[config.mk]
export PLATFORM = sky130hd
export DESIGN_NAME = audio_dma_write_address_unit_core
export DESIGN_NICKNAME = d
export VERILOG_FILES = /design/src/adwa_pkg.sv /design/src/audio_dma_write_address_unit_core.sv /design/src/adwa_cfg.sv /design/src/adwa_step.sv
export SDC_FILE = /design/constraint.sdc
export NUM_CORES = 1
export LEC_CHECK = 0
export BUFFER_PORTS_ARGS = -buffer_cell sky130_fd_sc_hd__buf_2
export CELL_PAD_IN_SITES_DETAIL_PLACEMENT = 1
export CELL_PAD_IN_SITES_GLOBAL_PLACEMENT = 1
export CORE_UTILIZATION = 45
export DETAILED_ROUTE_END_ITERATION = 10
export GPL_ROUTABILITY_DRIVEN = 0
export GPL_TIMING_DRIVEN = 0
export PLACE_DENSITY = 0.77
export SYNTH_ARGS = -nofsm -noshare
export SYNTH_HDL_FRONTEND = slang
export SYNTH_SLANG_ARGS = --single-unit
[constraint.sdc]
create_clock -name clk -period 4.8 [get_ports clk]
set_input_delay 0.48 -clock clk [delete_from_list [all_inputs] [get_ports clk]]
set_output_delay 0.48 -clock clk [all_outputs]
set_load 0.01 [all_outputs]
[src/adwa_pkg.sv]
// Shared types and constants of the audio DMA write address unit.
package adwa_pkg;

  localparam int ADDR_W   = 20;
  localparam int DATA_W   = 16;
  localparam int OFFSET_W = 32;
  localparam int INDEX_W  = 3;
  localparam int CFG_W    = ADDR_W;
  // Channel offset: 256-halfword stripe index plus position, wraps at 1024.
  localparam int CHAN_W   = 10;
  localparam int OUT_W    = 40;

  typedef enum logic [1:0] {
    MODE_AUTO_WRITE   = 2'd0,
    MODE_AUTO_READ    = 2'd1,
    MODE_MANUAL_WRITE = 2'd2,
    MODE_MANUAL_READ  = 2'd3
  } dma_mode_t;

  typedef enum logic [INDEX_W-1:0] {
    REG_DMA_MODE      = 3'd0,
    REG_AUTO_ENABLE   = 3'd1,
    REG_START_ADDRESS = 3'd2,
    REG_LEFT_BASE     = 3'd3,
    REG_RIGHT_BASE    = 3'd4,
    REG_IRQ_ADDRESS   = 3'd5,
    REG_IRQ_ENABLE    = 3'd6
  } reg_index_t;

  typedef struct packed {
    dma_mode_t         dma_mode;
    logic              auto_enable;
    logic [ADDR_W-1:0] start_address;
    logic [ADDR_W-1:0] left_base;
    logic [ADDR_W-1:0] right_base;
    logic [ADDR_W-1:0] irq_address;
    logic              irq_enable;
  } cfg_t;

  typedef struct packed {
    logic              write_valid;
    logic [ADDR_W-1:0] write_address;
    logic [DATA_W-1:0] write_data;
    logic              need_data;
    logic              auto_end;
    logic              interrupt_request;
  } result_t;

endpackage

[src/audio_dma_write_address_unit_core.sv]
// Top level of the audio DMA write address unit.
//
//  channel   direction  tdata / data                              tuser
//  s_axis    in         [15:0] fifo_data                          fifo_valid
//  m_axis    out        [19:0] write_address, [35:20] write_data, write_valid
//                       [36] need_data, [37] auto_end,
//                       [38] interrupt_request, [39] zero
//  cfg       in         cfg_write, cfg_index, cfg_data[19:0]      -
//
// One request per cycle while m_axis_tready allows; results pass the input register, then the result register.
// The path between them is the 32-bit offset increment and a 20-bit add and compare.
// Reset clears the configuration, the offset and all flags.
// While a result waits on m_axis_tready, one more request is held in the input register.
module audio_dma_write_address_unit_core (
  input  logic                               clk,
  input  logic                               rst,
  input  logic                               s_axis_tvalid,
  output logic                               s_axis_tready,
  input  logic [adwa_pkg::DATA_W-1:0]        s_axis_tdata,  // [15:0] fifo_data
  input  logic                               s_axis_tuser,  // [0] fifo_valid
  output logic                               m_axis_tvalid,
  input  logic                               m_axis_tready,
  // [19:0] write_address, [35:20] write_data, [36] need_data,
  // [37] auto_end, [38] interrupt_request, [39] zero
  output logic [adwa_pkg::OUT_W-1:0]         m_axis_tdata,
  output logic                               m_axis_tuser,  // [0] write_valid
  input  logic                               cfg_write,
  input  logic [adwa_pkg::INDEX_W-1:0]       cfg_index,
  input  logic [adwa_pkg::CFG_W-1:0]         cfg_data
);

  adwa_pkg::cfg_t    cfg;
  adwa_pkg::result_t result;
  adwa_pkg::result_t out_reg;

  logic                        in_valid;
  logic                        in_fifo_valid;
  logic [adwa_pkg::DATA_W-1:0] in_fifo_data;
  logic                        advance;

  assign advance       = in_valid && (!m_axis_tvalid || m_axis_tready);
  assign s_axis_tready = !in_valid || advance;

  adwa_cfg u_cfg (
    .clk       (clk),
    .rst       (rst),
    .cfg_write (cfg_write),
    .cfg_index (cfg_index),
    .cfg_data  (cfg_data),
    .cfg       (cfg)
  );

  adwa_step u_step (
    .clk        (clk),
    .rst        (rst),
    .cfg        (cfg),
    .advance    (advance),
    .fifo_valid (in_fifo_valid),
    .fifo_data  (in_fifo_data),
    .result     (result)
  );

  always_ff @(posedge clk) begin
    if (rst) begin
      in_valid <= 1'b0;
    end else if (s_axis_tready) begin
      in_valid <= s_axis_tvalid;
    end
  end

  always_ff @(posedge clk) begin
    if (s_axis_tready && s_axis_tvalid) begin
      in_fifo_valid <= s_axis_tuser;
      in_fifo_data  <= s_axis_tdata;
    end
  end

  always_ff @(posedge clk) begin
    if (rst) begin
      m_axis_tvalid <= 1'b0;
    end else if (advance) begin
      m_axis_tvalid <= 1'b1;
    end else if (m_axis_tready) begin
      m_axis_tvalid <= 1'b0;
    end
  end

  always_ff @(posedge clk) begin
    if (advance) out_reg <= result;
  end

  assign m_axis_tuser = out_reg.write_valid;
  assign m_axis_tdata = {1'b0, out_reg.interrupt_request, out_reg.auto_end,
                         out_reg.need_data, out_reg.write_data, out_reg.write_address};

endmodule

[src/adwa_cfg.sv]
// Configuration register file of the audio DMA write address unit.
module adwa_cfg (
  input  logic                          clk,
  input  logic                          rst,
  input  logic                          cfg_write,
  input  logic [adwa_pkg::INDEX_W-1:0]  cfg_index,
  input  logic [adwa_pkg::CFG_W-1:0]    cfg_data,
  output adwa_pkg::cfg_t                cfg
);

  always_ff @(posedge clk) begin
    if (rst) begin
      cfg <= '0;
    end else if (cfg_write) begin
      unique case (adwa_pkg::reg_index_t'(cfg_index))
        adwa_pkg::REG_DMA_MODE:      cfg.dma_mode      <= adwa_pkg::dma_mode_t'(cfg_data[1:0]);
        adwa_pkg::REG_AUTO_ENABLE:   cfg.auto_enable   <= cfg_data[0];
        adwa_pkg::REG_START_ADDRESS: cfg.start_address <= cfg_data[adwa_pkg::ADDR_W-1:0];
        adwa_pkg::REG_LEFT_BASE:     cfg.left_base     <= cfg_data[adwa_pkg::ADDR_W-1:0];
        adwa_pkg::REG_RIGHT_BASE:    cfg.right_base    <= cfg_data[adwa_pkg::ADDR_W-1:0];
        adwa_pkg::REG_IRQ_ADDRESS:   cfg.irq_address   <= cfg_data[adwa_pkg::ADDR_W-1:0];
        adwa_pkg::REG_IRQ_ENABLE:    cfg.irq_enable    <= cfg_data[0];
        default: ;
      endcase
    end
  end

endmodule

[src/adwa_step.sv]
// Per-tick address generation, offset counter and status flags.
module adwa_step (
  input  logic                         clk,
  input  logic                         rst,
  input  adwa_pkg::cfg_t               cfg,
  input  logic                         advance,
  input  logic                         fifo_valid,
  input  logic [adwa_pkg::DATA_W-1:0]  fifo_data,
  output adwa_pkg::result_t            result
);

  logic [adwa_pkg::OFFSET_W-1:0] transfer_offset, transfer_offset_next;
  logic                          irq_flag, irq_flag_next;
  logic                          need_data_flag, need_data_flag_next;
  logic                          auto_end_flag, auto_end_flag_next;

  logic                          is_auto;
  logic                          is_manual;
  logic                          wrote;
  logic [adwa_pkg::CHAN_W-1:0]   chan;
  logic [adwa_pkg::ADDR_W-1:0]   base;
  logic [adwa_pkg::ADDR_W-1:0]   auto_addr;
  logic [adwa_pkg::ADDR_W-1:0]   manual_addr;
  logic [adwa_pkg::ADDR_W-1:0]   addr;

  assign is_auto   = (cfg.dma_mode == adwa_pkg::MODE_AUTO_WRITE) && cfg.auto_enable;
  assign is_manual = (cfg.dma_mode == adwa_pkg::MODE_MANUAL_WRITE);
  assign wrote     = (is_auto || is_manual) && fifo_valid;

  // Stripes of 256 left then 256 right; offset bit 8 picks the channel.
  assign chan      = {transfer_offset[10:9], transfer_offset[7:0]};
  assign base      = transfer_offset[8] ? cfg.right_base : cfg.left_base;
  assign auto_addr = base + {{(adwa_pkg::ADDR_W-adwa_pkg::CHAN_W){1'b0}}, chan};
  assign manual_addr = cfg.start_address + transfer_offset[adwa_pkg::ADDR_W-1:0];
  assign addr      = is_auto ? auto_addr : manual_addr;

  always_comb begin
    transfer_offset_next = transfer_offset;
    irq_flag_next        = irq_flag;
    need_data_flag_next  = need_data_flag;
    auto_end_flag_next   = auto_end_flag;
    if (is_auto || is_manual) begin
      if (!fifo_valid) begin
        need_data_flag_next = 1'b1;
        if (is_auto) auto_end_flag_next = 1'b1;
      end else begin
        need_data_flag_next = 1'b0;
        if (is_auto) auto_end_flag_next = 1'b0;
        if (addr == cfg.irq_address) irq_flag_next = 1'b1;
        transfer_offset_next = transfer_offset + adwa_pkg::OFFSET_W'(1);
      end
    end
  end

  always_comb begin
    result.write_valid       = wrote;
    result.write_address     = wrote ? addr : '0;
    result.write_data        = wrote ? fifo_data : '0;
    result.need_data         = need_data_flag_next;
    result.auto_end          = auto_end_flag_next;
    result.interrupt_request = cfg.irq_enable & irq_flag_next;
  end

  always_ff @(posedge clk) begin
    if (rst) begin
      transfer_offset <= '0;
      irq_flag        <= 1'b0;
      need_data_flag  <= 1'b0;
      auto_end_flag   <= 1'b0;
    end else if (advance) begin
      transfer_offset <= transfer_offset_next;
      irq_flag        <= irq_flag_next;
      need_data_flag  <= need_data_flag_next;
      auto_end_flag   <= auto_end_flag_next;
    end
  end

endmodule

==> results.md <==
- WP data required: between 5 and 6 ns
- N_diodes: 0
- Clk buf depth: 2
- Asr flop ratio synth: 0%
- FF+latch count, synth: ~170
- IO Count: 88
- Rows: 50
- Max-cap violations: 0
- DP HPWL: around 22 mm
- Synth top area cells: dfxtp_1, edfxtp_1, nand2_1
- CTS tree: built
- Final ANT Viol Nets: 0
- Post-Syn Area: between 8000 and 9000 um2
- Mean Syn Cell Area: between 8 and 9 um2
- Layout cells sized above 1: between 10% and 20%
- CP endpoint kind: flop
- First-pass GRT wire length: around 43 mm
- Slew margin rel.: roughly 46%
- Initial antenna violation count: 0
- Die height: roughly 140 um
- Status: complete, no violations
- Net count, final: between 1000 and 1500
- Peak VDD IR: between 0.2 and 0.3 mV
- Slowest stage cell, crit path: or4_1
- Setup CP Type: flop to flop
- Setup WS pre-CTS: -0.939 ns
- DR pass1 iterations: 5
- Clock-pin slew on the worst setup and hold paths: about 0.070 ns
- Syn Nets: 1089
- Most used DFF post-synth: dfxtp_1
- Max incr delay on CP: 0.53 ns
- Post-synth EDFFs: 57
- Final period demand of the worst path: ~4.7 ns
- Die area: 20200 um2
- Distinct cells, synth: between 60 and 70
- Clock skew: about 0.013 ns
- Crit share post-route: ~100%
- Most frequent cells in the layout: nand2_1, a21oi_1, dfxtp_1
- DIE WIDTH: roughly 140 um
- Initial core utilization: between 40% and 50%
- Post-DP Area: 9600 um2
- Layout Cell Area excl Fill: 10200 um2
- IO buf count: 85
- Worst-Skew Late Latency: around 0.45 ns
- DRC Markers: 0
- Yosys warns: 0
- Worst r2r path cells: 14
- # H-tree levels: 4
- Pin count of the biggest net entering global routing: 32
- Commonest non-fill, non-tap cell in the layout: nand2_1
- Final WS setup: about 0.096 ns
- Vias: 7864
- CTS Root Cell: clkbuf_16
- WHS: around 0.22 ns
- Vias in the first global route: 7819
- Via/cell ratio: approximately 5.7
- RSZ-0062 raised after global routing: no
- Post-Route WL: roughly 28 mm
- Post-CTS setup buffer count: 0
- Final setup fails: 0
- Actual slew at the worst max-slew pin: between 0.8 and 0.9 ns
- Critical path, cell by cell: clkbuf_4 > buf_6 > clkbuf_4 > mux2_2 > fa_1 > xor2_1 > mux2i_2 > xnor2_1 > nor4_2 > o21ai_1 > or4_1 > nor4_2 > nand4b_1 > o41ai_1
- Aggregate global routing overflow: 0
- Sequential share of the synthesized area: between 40% and 50%
- Area Growth Syn to Fin: 15.6%
- Power Density: a little over 300 nW/um2
- Worst hold stages: 1
- Cell accounting for the most synthesized area: dfxtp_1
- DR iter-0 viols: between 400 and 500
- Hold Fails Final Rpt: 0
- Wire per inst: around 20 um
- Clock buffer count from CTS: 17
- Final Max Slew Viols: 0
- Pleak: between 0.003 and 0.004 uW
- WP data arrival: 4.94 ns
- Fmax achieved: around 210 MHz
- # clock sinks: 166
- Top cell type's share of synthesized area: 24.7%
- TNS Setup: 0 ns
- Worst Setup Start Kind: flop
- All-layer global routing usage: between 20% and 30%
- Synthesized instance count: approximately 1000
- CP Max Fanout: 19
- Placeable Area: 19000 um2
- Worst min path class: primary input to flop
## final cells by class
type | instances | area, um2
buffer | 55 | 234
clock buffer | 17 | 425
clock inverter | 15 | 144
fill | 2278 | 8760
inverter | 9 | 33.8
multi-input combinational | 780 | 4700
sequential | 166 | 3890
tap | 260 | 325
timing repair buffer | 86 | 445
## worst paths after layout
check                           slack [ns]                 startpoint               end
worst max-delay path                   0.1  u_step.transfer_offset[8]  m_axis_tdata[38]
worst min-delay path                  0.22            s_axis_tdata[7]   in_fifo_data[7]
worst max register to register         0.1  u_step.transfer_offset[8]  m_axis_tdata[38]
worst min register to register        0.46              u_cfg.cfg[27]     u_cfg.cfg[27]
## metal layers
metal  track usage, %  up-vias  share of wire, %
li1                 -     3774                 -
met1             38.8     3850                46
met2             46.7      201                47
met3             4.74       39               5.1
met4             8.94        0               2.0
met5                0        -                 0
## cells in the mapped netlist (9+ instances only)
cell and count:
xnor2_1 29, nand2b_1 13, dfxtp_1 109, nand4_1 15, a211oi_1 18, and2_1 12
xor2_1 31, nor2_1 69, clkbuf_1 48, mux2i_1 22, a21oi_1 124, inv_1 9
nand2_1 208, and3_1 24, edfxtp_1 57, ha_1 30, mux2_2 16, o21ai_0 30
nand3_1 27, nor3_1 10
## power by group
group | internal [uW] | switching [uW]
Clock | 713 | 650
Combinational | 69.5 | 134
Sequential | 1490 | 20.1
Total | 2270 | 804
## kinds of logic (layout without fill, tap and decap cells)
| logic type | count (synthesis) | in the layout | share of synthesized area, % |
|---|---|---|---|
| simple gates | 416 | 416 | 21.5 |
| buf+inv | 66 | 182 | 2.98 |
| mux | 40 | 40 | 4.95 |
| flops | 166 | 166 | 44.1 |
| compound gates | 230 | 230 | 15.5 |
| xor+xnor | 61 | 61 | 6.21 |
| other cells | 1 | 1 | 0.0425 |
| fa+ha+maj | 32 | 32 | 4.71 |
## through the flow
stage / util [%] / cells / total power, uW
6_report: 53.8 / 1388 / 3080
5_1_grt: 53.8 / 1388 / 3170
4_1_cts: 53.8 / 1389 / 3090
3_5_place_dp: 50.7 / 1358 / 1740
3_3_place_gp: 50.5 / 1357 / 1740
2_1_floorplan: - / 1012 / 1650
## sequential cells by signal, summed over array words and instances, names as in the netlist
| register | flops |
|---|---|
| m_axis_tdata | 39 |
| u_cfg.cfg | 84 |
| u_step.transfer_offset | 20 |
| m_axis_tuser | 1 |
| u_step.irq_flag | 1 |
| in_fifo_data | 16 |
| m_axis_tvalid | 1 |
| in_valid | 1 |
| u_step.auto_end_flag | 1 |
| in_fifo_valid | 1 |
| u_step.need_data_flag | 1 |
## worst max-delay path: cells and delay by family (launching register included)
family / cells / cell delay, ns
and+or+nand+nor: 4 / 1.39
buffers and inverters: 3 / 0.76
muxes: 2 / 0.65
AOI/OAI and AO/OA: 2 / 0.51
adders and majority gates: 1 / 0.47
DFF: 1 / 0.39
xor gates and xnor gates: 2 / 0.31
## repair_timing
item | 4_1_cts | 5_1_grt
gates cloned | 0 | 0
endpoints found under the setup margin | 5 | 2
gates resized for setup | 6 | 3
hold buffers | 0 | 0
No activity file was read; power rests on OpenSTA's default activity.
